<file path="config.mk">
export PLATFORM = sky130hd
export DESIGN_NAME = spf_ctrl
export DESIGN_NICKNAME = d
export VERILOG_FILES = /design/src/rtl/spf_pkg.sv /design/src/rtl/spf_ctrl.sv
export SDC_FILE = /design/constraint.sdc
export NUM_CORES = 1
export LEC_CHECK = 0
export BUFFER_PORTS_ARGS = -buffer_cell sky130_fd_sc_hd__buf_2
export CAP_MARGIN = 20
export CORE_ASPECT_RATIO = 1.25
export CORE_UTILIZATION = 40
export CTS_CLUSTER_DIAMETER = 50
export DETAILED_ROUTE_END_ITERATION = 6
export PLACE_DENSITY = 0.73
export SYNTH_ARGS = -nofsm -noshare
export SYNTH_HDL_FRONTEND = slang
export SYNTH_SLANG_ARGS = --single-unit
</file>
<file path="constraint.sdc">
create_clock -name clk -period 4.28 [get_ports clk]
set_input_delay 0.214 -clock clk [delete_from_list [all_inputs] [get_ports clk]]
set_output_delay 0.214 -clock clk [all_outputs]
set_load 0.02 [all_outputs]
</file>
<file path="src/rtl/spf_pkg.sv">
// Shared types, constants and helpers for the path-following steering block.
// No dependencies.
package spf_pkg;

  localparam int DATA_W     = 32;
  localparam int DT_W       = 16;
  localparam int OP_W       = 2;
  localparam int MAX_POINTS = 64;
  localparam int IDX_W      = $clog2(MAX_POINTS);
  localparam int CNT_W      = $clog2(MAX_POINTS + 1);
  localparam int PROD_W     = 2 * DATA_W;
  localparam int DIST_W     = DATA_W + 1;
  localparam int CFG_AW     = 4;

  localparam logic [OP_W-1:0] OP_CLEAR  = 2'd0;
  localparam logic [OP_W-1:0] OP_APPEND = 2'd1;
  localparam logic [OP_W-1:0] OP_STEP   = 2'd2;
  localparam logic [OP_W-1:0] OP_NOP    = 2'd3;

  localparam logic [1:0] REG_MAX_SPEED = 2'd0;
  localparam logic [1:0] REG_ARRIVE    = 2'd1;
  localparam logic [1:0] REG_SEEK      = 2'd2;
  localparam logic [1:0] REG_MASS      = 2'd3;

  localparam logic [DATA_W-1:0] RST_MAX_SPEED = 32'd65536;
  localparam logic [DATA_W-1:0] RST_ARRIVE    = 32'd1;
  localparam logic [DATA_W-1:0] RST_SEEK      = 32'd1;
  localparam logic [DATA_W-1:0] RST_MASS      = 32'd65536;

  typedef enum logic [4:0] {
    ST_IDLE, ST_START, ST_RD, ST_DELTA, ST_SQX, ST_SQY, ST_SUM, ST_SQS, ST_CMP,
    ST_ROOT, ST_ROOTW, ST_SPD, ST_SDIV, ST_SDIVW,
    ST_DMX, ST_DDX, ST_DDXW, ST_DMY, ST_DDY, ST_DDYW,
    ST_FX, ST_FMX, ST_FDX, ST_FDXW, ST_FY, ST_FMY, ST_FDY, ST_FDYW, ST_DONE
  } state_t;

  typedef enum logic [2:0] {
    MUL_DX2, MUL_DY2, MUL_SEEK2, MUL_ARR, MUL_SDX, MUL_SDY, MUL_FRC
  } mul_sel_t;

  typedef enum logic [1:0] {DIV_ARR, DIV_DIST, DIV_DT} div_sel_t;

  typedef struct packed {
    logic [DATA_W-1:0] max_speed;
    logic [DATA_W-1:0] arrive;
    logic [DATA_W-1:0] seek;
    logic [DATA_W-1:0] mass;
  } cfg_t;

  typedef struct packed {
    logic [OP_W-1:0]          operation;
    logic signed [DATA_W-1:0] point_x;
    logic signed [DATA_W-1:0] point_y;
    logic signed [DATA_W-1:0] pos_x;
    logic signed [DATA_W-1:0] pos_y;
    logic signed [DATA_W-1:0] vel_x;
    logic signed [DATA_W-1:0] vel_y;
    logic [DT_W-1:0]          time_step;
  } in_item_t;

  typedef struct packed {
    logic signed [DATA_W-1:0] force_x;
    logic signed [DATA_W-1:0] force_y;
    logic signed [DATA_W-1:0] desired_x;
    logic signed [DATA_W-1:0] desired_y;
    logic [IDX_W-1:0]         current_index;
    logic                     on_last_point;
    logic                     saturated;
  } out_item_t;

  typedef struct packed {
    logic     clear;
    logic     append;
    logic     capture;
    logic     clamp;
    logic     delta;
    logic     sqx_ld;
    logic     sum_ld;
    logic     idx_inc;
    logic     root_start;
    logic     dist_ld;
    logic     spd_max;
    logic     spd_ld;
    logic     des_zero;
    logic     desx_ld;
    logic     desy_ld;
    logic     fdx;
    logic     fdy;
    logic     fx_ld;
    logic     fy_ld;
    logic     out_ld;
    logic     mul_en;
    logic     div_start;
    mul_sel_t mul_sel;
    div_sel_t div_sel;
  } cmd_t;

  typedef struct packed {
    logic count_zero;
    logic seeking;
    logic seek_hit;
    logic dist_zero;
    logic dist_ge_arr;
    logic root_done;
    logic div_done;
  } sts_t;

  typedef struct packed {
    logic [DATA_W-1:0] val;
    logic              hit;
  } clip_t;

  // Saturate a sign and magnitude to the signed 32-bit range.
  function automatic clip_t clip32(input logic neg, input logic [PROD_W-1:0] mag);
    clip_t r;
    if (neg) begin
      if (mag > PROD_W'(64'h8000_0000)) begin
        r.val = 32'h8000_0000;
        r.hit = 1'b1;
      end else begin
        r.val = DATA_W'(~mag[DATA_W-1:0] + 1'b1);
        r.hit = 1'b0;
      end
    end else begin
      if (mag > PROD_W'(64'h7FFF_FFFF)) begin
        r.val = 32'h7FFF_FFFF;
        r.hit = 1'b1;
      end else begin
        r.val = mag[DATA_W-1:0];
        r.hit = 1'b0;
      end
    end
    return r;
  endfunction

endpackage

</file>
<file path="src/rtl/spf_ctrl.sv">
// Controller state machine: sequences one word at a time through the datapath.
// Depends on spf_pkg.
module spf_ctrl import spf_pkg::*; (
  input  logic            clk,
  input  logic            rst_n,
  input  logic            in_valid,
  input  logic [OP_W-1:0] in_op,
  input  logic            out_ready,
  input  sts_t            sts,
  output cmd_t            cmd,
  output logic            in_ready,
  output logic            out_valid
);
  state_t state_r, state_nxt;
  logic   pass2_r, pass2_nxt;
  logic   outv_r, outv_nxt;
  logic   slot_free;

  assign slot_free = !outv_r || out_ready;

  always_comb begin
    state_nxt = state_r;
    pass2_nxt = pass2_r;
    case (state_r)
      ST_IDLE:  if (in_valid && in_op == OP_STEP) state_nxt = ST_START;
      ST_START: begin
        pass2_nxt = 1'b0;
        state_nxt = sts.count_zero ? ST_FX : ST_RD;
      end
      ST_RD:    state_nxt = ST_DELTA;
      ST_DELTA: state_nxt = ST_SQX;
      ST_SQX:   state_nxt = ST_SQY;
      ST_SQY:   state_nxt = ST_SUM;
      ST_SUM:   state_nxt = (sts.seeking && !pass2_r) ? ST_SQS : ST_ROOT;
      ST_SQS:   state_nxt = ST_CMP;
      ST_CMP: begin
        if (sts.seek_hit) begin
          pass2_nxt = 1'b1;
          state_nxt = ST_RD;
        end else begin
          state_nxt = ST_ROOT;
        end
      end
      ST_ROOT:  state_nxt = ST_ROOTW;
      ST_ROOTW: if (sts.root_done) state_nxt = ST_SPD;
      ST_SPD: begin
        if (sts.dist_zero) state_nxt = ST_FX;
        else if (sts.seeking || sts.dist_ge_arr) state_nxt = ST_DMX;
        else state_nxt = ST_SDIV;
      end
      ST_SDIV:  state_nxt = ST_SDIVW;
      ST_SDIVW: if (sts.div_done) state_nxt = ST_DMX;
      ST_DMX:   state_nxt = ST_DDX;
      ST_DDX:   state_nxt = ST_DDXW;
      ST_DDXW:  if (sts.div_done) state_nxt = ST_DMY;
      ST_DMY:   state_nxt = ST_DDY;
      ST_DDY:   state_nxt = ST_DDYW;
      ST_DDYW:  if (sts.div_done) state_nxt = ST_FX;
      ST_FX:    state_nxt = ST_FMX;
      ST_FMX:   state_nxt = ST_FDX;
      ST_FDX:   state_nxt = ST_FDXW;
      ST_FDXW:  if (sts.div_done) state_nxt = ST_FY;
      ST_FY:    state_nxt = ST_FMY;
      ST_FMY:   state_nxt = ST_FDY;
      ST_FDY:   state_nxt = ST_FDYW;
      ST_FDYW:  if (sts.div_done) state_nxt = ST_DONE;
      ST_DONE:  if (slot_free) state_nxt = ST_IDLE;
      default:  state_nxt = ST_IDLE;
    endcase
  end

  always_comb begin
    cmd         = '0;
    cmd.mul_sel = MUL_DX2;
    cmd.div_sel = DIV_DT;
    in_ready    = 1'b0;
    case (state_r)
      ST_IDLE: begin
        in_ready    = 1'b1;
        cmd.clear   = in_valid && in_op == OP_CLEAR;
        cmd.append  = in_valid && in_op == OP_APPEND;
        cmd.capture = in_valid && in_op == OP_STEP;
      end
      ST_START: begin
        cmd.clamp    = 1'b1;
        cmd.des_zero = sts.count_zero;
      end
      ST_DELTA: cmd.delta = 1'b1;
      ST_SQX: begin
        cmd.mul_en  = 1'b1;
        cmd.mul_sel = MUL_DX2;
      end
      ST_SQY: begin
        cmd.mul_en  = 1'b1;
        cmd.mul_sel = MUL_DY2;
        cmd.sqx_ld  = 1'b1;
      end
      ST_SUM:   cmd.sum_ld = 1'b1;
      ST_SQS: begin
        cmd.mul_en  = 1'b1;
        cmd.mul_sel = MUL_SEEK2;
      end
      ST_CMP:   cmd.idx_inc = sts.seek_hit;
      ST_ROOT:  cmd.root_start = 1'b1;
      ST_ROOTW: cmd.dist_ld = sts.root_done;
      ST_SPD: begin
        cmd.des_zero = sts.dist_zero;
        cmd.spd_max  = sts.seeking || sts.dist_ge_arr;
        cmd.mul_en   = 1'b1;
        cmd.mul_sel  = MUL_ARR;
      end
      ST_SDIV: begin
        cmd.div_start = 1'b1;
        cmd.div_sel   = DIV_ARR;
      end
      ST_SDIVW: cmd.spd_ld = sts.div_done;
      ST_DMX: begin
        cmd.mul_en  = 1'b1;
        cmd.mul_sel = MUL_SDX;
      end
      ST_DDX: begin
        cmd.div_start = 1'b1;
        cmd.div_sel   = DIV_DIST;
      end
      ST_DDXW: cmd.desx_ld = sts.div_done;
      ST_DMY: begin
        cmd.mul_en  = 1'b1;
        cmd.mul_sel = MUL_SDY;
      end
      ST_DDY: begin
        cmd.div_start = 1'b1;
        cmd.div_sel   = DIV_DIST;
      end
      ST_DDYW: cmd.desy_ld = sts.div_done;
      ST_FX:   cmd.fdx = 1'b1;
      ST_FMX, ST_FMY: begin
        cmd.mul_en  = 1'b1;
        cmd.mul_sel = MUL_FRC;
      end
      ST_FDX, ST_FDY: begin
        cmd.div_start = 1'b1;
        cmd.div_sel   = DIV_DT;
      end
      ST_FDXW: cmd.fx_ld = sts.div_done;
      ST_FY:   cmd.fdy = 1'b1;
      ST_FDYW: cmd.fy_ld = sts.div_done;
      ST_DONE: cmd.out_ld = slot_free;
      default: cmd = '0;
    endcase
  end

  always_comb begin
    outv_nxt = outv_r;
    if (cmd.out_ld)     outv_nxt = 1'b1;
    else if (out_ready) outv_nxt = 1'b0;
  end

  always_ff @(posedge clk) begin
    if (!rst_n) begin
      state_r <= ST_IDLE;
      pass2_r <= 1'b0;
      outv_r  <= 1'b0;
    end else begin
      state_r <= state_nxt;
      pass2_r <= pass2_nxt;
      outv_r  <= outv_nxt;
    end
  end

  assign out_valid = outv_r;
endmodule

</file>
After elaboration in Yosys (flattened, before gate mapping)
Index checks and enable logic that the tools add are counted.
Widths: inputs -> output; s select.
{"block": "word_totals", "register_bits": 7, "inputBits": 13, "out_inout_bits": 29, "elab_cells": 102}
{"block": "op_classes", "n_eq_ne": 39, "n_mux": 41, "reduce_logical": 19}
{"op": "$pmux 5 s29", "count": 1}
{"op": "$eq 5x5->1 const B", "count": 13}
{"op": "$mux 5", "count": 10}
{"op": "$eq 5x4->1 const B", "count": 8}
{"op": "$reduce_or 25->1", "count": 1}
{"op": "$mux 1", "count": 22}
{"op": "$eq 5x3->1 const B", "count": 4}
{"op": "$ne 2x2->1 const B", "count": 9}
{"op": "$pmux 3 s6", "count": 1}
{"op": "$eq 5x2->1 const B", "count": 2}
{"op": "$mux 4", "count": 2}
{"op": "$reduce_and 8->1", "count": 1}
{"op": "$reduce_or 8->1", "count": 1}
{"op": "$eq 5x1->1 const B", "count": 1}
{"op": "$logic_not 5->1", "count": 1}
{"op": "$reduce_or 5->1", "count": 1}
{"op": "$logic_and 1x1->1", "count": 4}
{"op": "$pmux 1 s2", "count": 2}
{"op": "$pmux 2 s2", "count": 1}
{"op": "$reduce_bool 2->1", "count": 2}
{"op": "$reduce_or 2->1", "count": 2}
{"op": "$mux 3", "count": 1}
{"op": "$eq 2x1->1 const B", "count": 1}
{"op": "$eq 2x2->1 const B", "count": 1}
{"op": "5 further kinds", "count": 7}

Longest topological paths before layout
Gate-level depths: netlist (run 1).
{"block": "logic_depth", "word_depth": 4, "mapped_depth": 7, "mapped_depth_nobuf": 6}

Worst setup path before layout (run 1)
Ideal clock, no wire load.
{"block": "synth_timing", "kind": "register -> output", "from": "reg state_r[2]", "to": "out cmd[11] in the netlist's numbering", "arrival_time_ns": 1.837, "t_required_ns": 4.066, "setup_slack_ns": 2.229, "path_stages_with_launch": 5, "n_path_buf": 3, "cell_sequence": "dfxtp_1 -> buf_2 -> buf_1 -> clkbuf_1 -> nor4b_1"}
{"item": "start: declaration", "line_no": "spf_ctrl.sv:14", "rtl": "state_t state_r, state_nxt;"}
{"item": "start signal: assignment", "line_no": "spf_ctrl.sv:164", "rtl": "state_r <= state_nxt;"}
{"item": "end: declaration", "line_no": "spf_ctrl.sv:10", "rtl": "output cmd_t cmd,"}

==> results.sh, run 1 <==
export IMPL_max_freq_mhz=416
export IMPL_die_w_um=46.5
export IMPL_grt_pass1_vias=1002
export IMPL_post_place_ws_ps=2050
export IMPL_dr_pass1_iters=4
export IMPL_yosysMostFrequentCell="nand2_1"
export IMPL_min_period_ps=2410
export IMPL_power_leakage_nw=0.547
export IMPL_yosysUniqueCellTypes=47
export IMPL_crit_start="state_r[0]"
export IMPL_ys_async_sr_fraction_pct=0
export IMPL_yosys_top_cells_count="nand2_1 (15), a21oi_1 (14), nor3_1 (11)"
export IMPL_core_sq_mm=0.00228
export IMPL_drive_above_1_share_pct=26.8
export IMPL_clkSinkCount=7
export IMPL_yosysTopAreaCell="dfxtp_1"
export IMPL_r2r_start="state_r[2]"
export IMPL_syn_avg_cell_area_sq_um=6.53
export IMPL_setup_viol=0
export IMPL_timing_rr_end="state_r[4]"
export IMPL_cp_cell_sequence="nand2b_1, nor2_1, nand2_1, o31ai_1, buf_2"
export IMPL_outcome="finished, final reports clean"
export IMPL_yosys_top_cells_area="dfxtp_1 (14%), a21oi_1 (7.1%), nand2_1 (5.7%), nand2b_1 (5.7%), nor3_1 (5.5%)"
export IMPL_die_h_um=57.7
export IMPL_synth_main_ff_cell="dfxtp_1"
export IMPL_vias_per_cell=5.60
export IMPL_placed_area_sq_mm=0.00117
export IMPL_fin_ws_ps=1870
export IMPL_synth_top_cell_area_share_pct=14.1
export IMPL_antenna_found_initial=0
export IMPL_syn_to_final_growth_pct=20.9
export IMPL_finalSetupTns_ps=0
export IMPL_clk_latency_ps=250
export IMPL_hold_slack_ps=271
export IMPL_fin_skew_ps=1.93
export IMPL_dieArea_sq_mm=0.00268
export IMPL_cts_tree="built"
export IMPL_grt_pass1_wl_um=4370
export IMPL_ys_seq_elements=7
export IMPL_drt_wl_total_um=2770
export IMPL_wl_per_cell_um=13.0
export IMPL_hp_class="in2reg"
export IMPL_final_antenna_net_count=0
export IMPL_drv_slew=0
export IMPL_dpl_hpwl_um=2060
export IMPL_hold_viol_final=0
export IMPL_syn_inst=152
export IMPL_rows=19
export IMPL_start_kind="register"
export IMPL_crit_type="reg2out"
export IMPL_crit_path_end_kind="output port"
export IMPL_start_util_pct=43.5
export IMPL_power_density_mw_per_mm2=510
export IMPL_syn_num_nets=165
export IMPL_relSlewSlack_pct=35.8
export IMPL_tightest_slew_ps=962
export IMPL_fin_util_pct=52.6
export IMPL_synth_edff_count=0
export IMPL_netlist_area_sq_um=992
export IMPL_via_count=1199
export IMPL_rsz0062_at_grt="no"
export IMPL_io_pins=42
export IMPL_htree_levels=1
export IMPL_cp_max_fo=30
export IMPL_nets=197
export IMPL_hold_buffers=0
export IMPL_grt_usage_pct=21.3
export IMPL_postCtsSetupRepairBufs=0
export IMPL_numCtsBuffers=3
export IMPL_ctsRootBufferMaster="clkbuf_4"
export IMPL_ir_worst_vdd_v=0.000356
export IMPL_fin_area_sq_mm=0.00120
export IMPL_r2r_slack_ps=2000
export IMPL_grt_max_degree=31
export IMPL_drc=0
export IMPL_place_gp_congestion=0.886
export IMPL_worstPathArrival_ps=2190
export IMPL_clk_path_buf_depth=2
export IMPL_n_antenna_cell=0
export IMPL_endpoint="cmd[14]"
export IMPL_synth_warnings=0
export IMPL_ctsResizeCount=0
export IMPL_cpMaxStageDelayCell="dfxtp_1"
export IMPL_portBuffers=41
export IMPL_finalCritPeriodShare_pct=56.2
export IMPL_r2r_cells=6
export IMPL_clk_pin_slew_worst_paths_ps=50
export IMPL_grt_overflow=0
export IMPL_cap_violations=0
export IMPL_cpPeakStageDelay_ps=940
export IMPL_drt_iter0_drc=57
export IMPL_yosysSeqAreaShare_pct=14.1
export IMPL_required_ps=4070
==> through the flow <==
stage,power [mW],cells
final,0.612,214
after global routing,0.664,214
after floorplan,0.466,152
after CTS,0.610,214
after global placement,0.542,210
after detailed placement,0.551,210
==> cells in the final DEF (no fill, tap or decap), types with 2 or more instances in the layout <==
cell type	netlist	routed
inv_1	8	8
nor2_1	10	10
clkbuf_4	0	3
o211ai_1	2	2
or3_1	3	3
o31ai_1	2	2
xor2_1	3	3
o21ai_0	4	4
and2_1	2	2
a21oi_1	14	14
xnor2_1	2	2
nand3_1	6	6
mux2i_1	3	3
nor4b_1	3	3
nand2b_1	9	9
o21a_1	3	3
nor3_1	11	11
a32oi_1	3	3
nor4_1	2	2
buf_2	4	41
and3_1	2	2
nand2_1	15	15
dfxtp_1	7	7
nor2b_1	4	4
==> cells by family (layout without fill, tap and decap cells) <==
family | after synthesis | after routing | share of synthesized area (%)
and+or+nand+nor | 76 | 76 | 42.4
AOI/OAI and AO/OA | 39 | 39 | 26.7
buffers and inverters | 22 | 53 | 9.33
DFF | 7 | 7 | 14.1
xor gates and xnor gates | 5 | 5 | 4.41
muxes | 3 | 3 | 3.03
==> layout make-up <==
cell class | count | area [sq um]
Fill cell | 250 | 1080
Multi-Input combinational cell | 123 | 759
Timing Repair Buffer | 41 | 205
Sequential cell | 7 | 140
Tap cell | 31 | 38.8
Inverter | 8 | 30.0
Clock buffer | 4 | 26.3
==> power by group <==
group          leakage [nW]  switching [mW]  internal [mW]
Sequential           0.0571          0.0982         0.0797
Clock                0.0150          0.0224         0.0354
Combinational         0.475           0.213          0.163
==> per-layer routing <==
layer	GRT usage [%]	vias to the layer above	routed length (um)
li1	-	613	-
met2	33.7	34	1450
met1	28.5	548	1200
met5	0	-	0
met3	1.25	4	97
met4	10.5	0	27
==> worst min-delay path by stage <==
| stage | from | end | cells after the start |
|---|---|---|---|
| floorplan | rst_n | state_r[3] | 2 |
| global placement | pass2_r | pass2_r | 2 |
| detailed placement | pass2_r | pass2_r | 2 |
| CTS | rst_n | state_r[3] | 3 |
| global route | rst_n | state_r[2] | 3 |
| finish | rst_n | state_r[2] | 3 |
==> registers in the layout, summed over array words and instances, names as in the netlist <==
register   cells
pass2_r        1
state_r        5
out_valid      1
==> critical path: cells and delay by family (launching register included) <==
kind / cells / cell delay [ps]
buf+inv: 1 / 210
compound gates: 1 / 80
simple gates: 3 / 700
flops: 1 / 940
Power figures use the tool's default switching activity.
==> run 2: changes to the inputs <==
ABC_AREA = 1   (was unset)
PLACE_DENSITY = 0.72   (was 0.73)
clock period = 2.3 ns   (was 4.28 ns; I/O delays follow)
==> run 2 against run 1 <==
Via count rose by 22%; die area up 5.8%; global-route usage rose by 3.4 points; first-iteration DRC count up 19%; design area rose by 7.9%; cell count up 31%; sequential power rose by 6%; combinational power grew 59%; clock skew rose by 0.88 ps; setup slack lost 1600 ps; sequential share of layout area decreased by 0.86 points; register-to-register slack worse by 1600 ps; largest power group unchanged.
==> results.sh, run 2 <==
export IMPL_die_w_um=47.9
export IMPL_yosysSeqAreaShare_pct=13.3
export IMPL_grt_busiest_layer="met2"
export IMPL_syn_to_final_growth_pct=23.1
export IMPL_yosysTopAreaCell="nand2_1"
export IMPL_synth_edff_count=0
export IMPL_yosysUniqueCellTypes=22
export IMPL_regMostFlops="state_r"
export IMPL_via_count=1465
export IMPL_min_period_ps=2030
export IMPL_drt_iter0_drc=68
export IMPL_cp_depth=7
export IMPL_synth_warnings=0
export IMPL_ctsRootBufferMaster="clkbuf_4"
export IMPL_cpMaxStageDelayCell="dfxtp_1"
export IMPL_dieArea_sq_mm=0.00284
export IMPL_r2r_slack_ps=360
export IMPL_rsz0062_at_grt="no"
export IMPL_holdPathStages=3
export IMPL_fin_skew_ps=2.81
export IMPL_cpPeakStageDelay_ps=510
export IMPL_dr_pass1_iters=5
export IMPL_rows=20
export IMPL_grt_use_met1_pct=34.0
export IMPL_largest_reg_flops=5
export IMPL_portBuffers=41
export IMPL_numCtsBuffers=3
export IMPL_fillCellCount=295
export IMPL_crit_family="simple AND/OR/NAND/NOR gates"
export IMPL_clk_latency_ps=250
export IMPL_relSlewSlack_pct=66.3
export IMPL_r2r_cells=10
export IMPL_multiInputGateArea_sq_um=769
export IMPL_clk_path_buf_depth=2
export IMPL_met3_usage_pct=4.27
export IMPL_clk_pin_slew_worst_paths_ps=50
export IMPL_syn_avg_cell_area_sq_um=5.06
export IMPL_ys_async_sr_fraction_pct=0
export IMPL_nets=262
export IMPL_seq_area_sq_um=140
export IMPL_ctsResizeCount=0
export IMPL_syn_inst=208
export IMPL_dpl_hpwl_um=2670
export IMPL_required_ps=2180
export IMPL_hold_start="rst_n"
export IMPL_hp_class="in2reg"
export IMPL_layout_commonest_cell="nand2_1"
export IMPL_antenna_found_initial=0
export IMPL_drive_above_1_share_pct=24.2
export IMPL_max_freq_mhz=492
export IMPL_power_leakage_nw=0.771
export IMPL_grt_overflow=0
export IMPL_setup_viol=0
export IMPL_r2r_start="state_r[4]"
export IMPL_tightest_slew_ps=505
export IMPL_final_cell_mix="nand2_1 (58), nor2_1 (42), buf_2 (41), inv_1 (24), nand3_1 (17)"
export IMPL_grt_pass1_wl_um=5110
export IMPL_final_antenna_net_count=0
export IMPL_die_h_um=59.3
export IMPL_fin_util_pct=52.8
export IMPL_hold_viol_final=0
export IMPL_finalSetupTns_ps=0
export IMPL_grt_max_degree=13
export IMPL_io_pins=42
export IMPL_outcome="finished, final reports clean"
export IMPL_grt_usage_pct=24.7
export IMPL_grt_pass1_vias=1157
export IMPL_worstPathArrival_ps=1920
export IMPL_crit_path_end_kind="output port"
export IMPL_cts_tree="built"
export IMPL_clkSinkCount=7
export IMPL_synth_top_cell_area_share_pct=20.7
export IMPL_syn_num_nets=221
export IMPL_ys_seq_elements=7
export IMPL_n_antenna_cell=0
export IMPL_drt_wl_total_um=3230
export IMPL_timing_rr_end="state_r[1]"
export IMPL_wl_per_cell_um=11.5
export IMPL_postCtsSetupRepairBufs=0
export IMPL_yosys_top_cells_area="nand2_1 (21%), nor2_1 (15%), dfxtp_1 (13%), inv_1 (8.6%), nand3_1 (8.1%)"
export IMPL_power_density_mw_per_mm2=695
export IMPL_synth_main_ff_cell="dfxtp_1"
export IMPL_place_gp_congestion=0.925
export IMPL_cap_violations=0
export IMPL_finalCritPeriodShare_pct=88.4
export IMPL_cp_max_fo=8
export IMPL_cp_cell_sequence="inv_1, nand3_1, nor2_1, or2_2, nor3_1, nand4_1, buf_2"
export IMPL_start_util_pct=42.9
export IMPL_start_kind="register"
export IMPL_core_sq_mm=0.00245
export IMPL_drc=0
export IMPL_ir_worst_vdd_v=0.000526
export IMPL_yosysMostFrequentCell="nand2_1"
export IMPL_crit_type="reg2out"
export IMPL_netlist_area_sq_mm=0.00105
export IMPL_power_total_mw=0.900
export IMPL_worstHoldEndpoint="pass2_r"
export IMPL_vias_per_cell=5.21
export IMPL_grt_util_met2_pct=40.5
export IMPL_htree_levels=1
export IMPL_drv_slew=0
export IMPL_yosys_top_cells_count="nand2_1 (58), nor2_1 (42), inv_1 (24)"
export IMPL_timing_critical_path_buf_inv=2
export IMPL_hold_buffers=0
run 2: layer usage:
layer,share of wire [%],up-vias,wire length (um)
met5,0,-,0
met4,0,0,0
met3,9.8,0,316
met2,49,88,1570
met1,41,636,1340
li1,-,741,-
run 2: kinds of logic after synthesis:
group                  Yosys count  share of synthesized area (%)
flip-flops                       7                           13.3
AO/OA/AOI/OAI                   18                           9.04
buffers and inverters           34                           13.6
AND/OR/NAND/NOR                149                           64.1
run 2: worst max-delay path by stage:
stage,endpoint,start,slack [ps]
final,cmd[1],state_r[2],270
after global routing,cmd[1],state_r[2],90
after CTS,cmd[1],state_r[2],290
after detailed placement,state_r[1],state_r[4],410
after global placement,state_r[1],state_r[4],400
after floorplan,cmd[1],state_r[0],650
run 2: power by group:
part	internal (mW)	switching, mW
Combinational	0.184	0.415
Clock	0.0662	0.0454
Sequential	0.140	0.0499
Total	0.390	0.510
run 2: worst reg2reg max path, stage by stage (launching register included):
cell	delay, ps
dfxtp_1	630
inv_2	200
nand3_1	250
nor2_2	80
nand2_1	60
nand2_1	60
inv_1	50
nand2_1	40
nor2_1	260
nand2_1	110
a21oi_1	130
run 2: final cells by class:
type | instances | share of cell area (%)
sequential | 7 | 10.8
multi-input combinational | 167 | 59.4
inverter | 28 | 8.12
tap | 33 | 3.19
clock buffer | 4 | 2.03
timing repair buffer | 42 | 16.4
run 2: per-stage QoR:
step                area [sq um]  hold WS (ps)  worst slack [ps]  cells
CTS                         1290           112               291    281
global route                1290           142              89.7    281
finish                      1290           113               268    281
detailed placement          1270           380               412    277
floorplan                   1050           253               652    208
global placement            1270           374               402    277
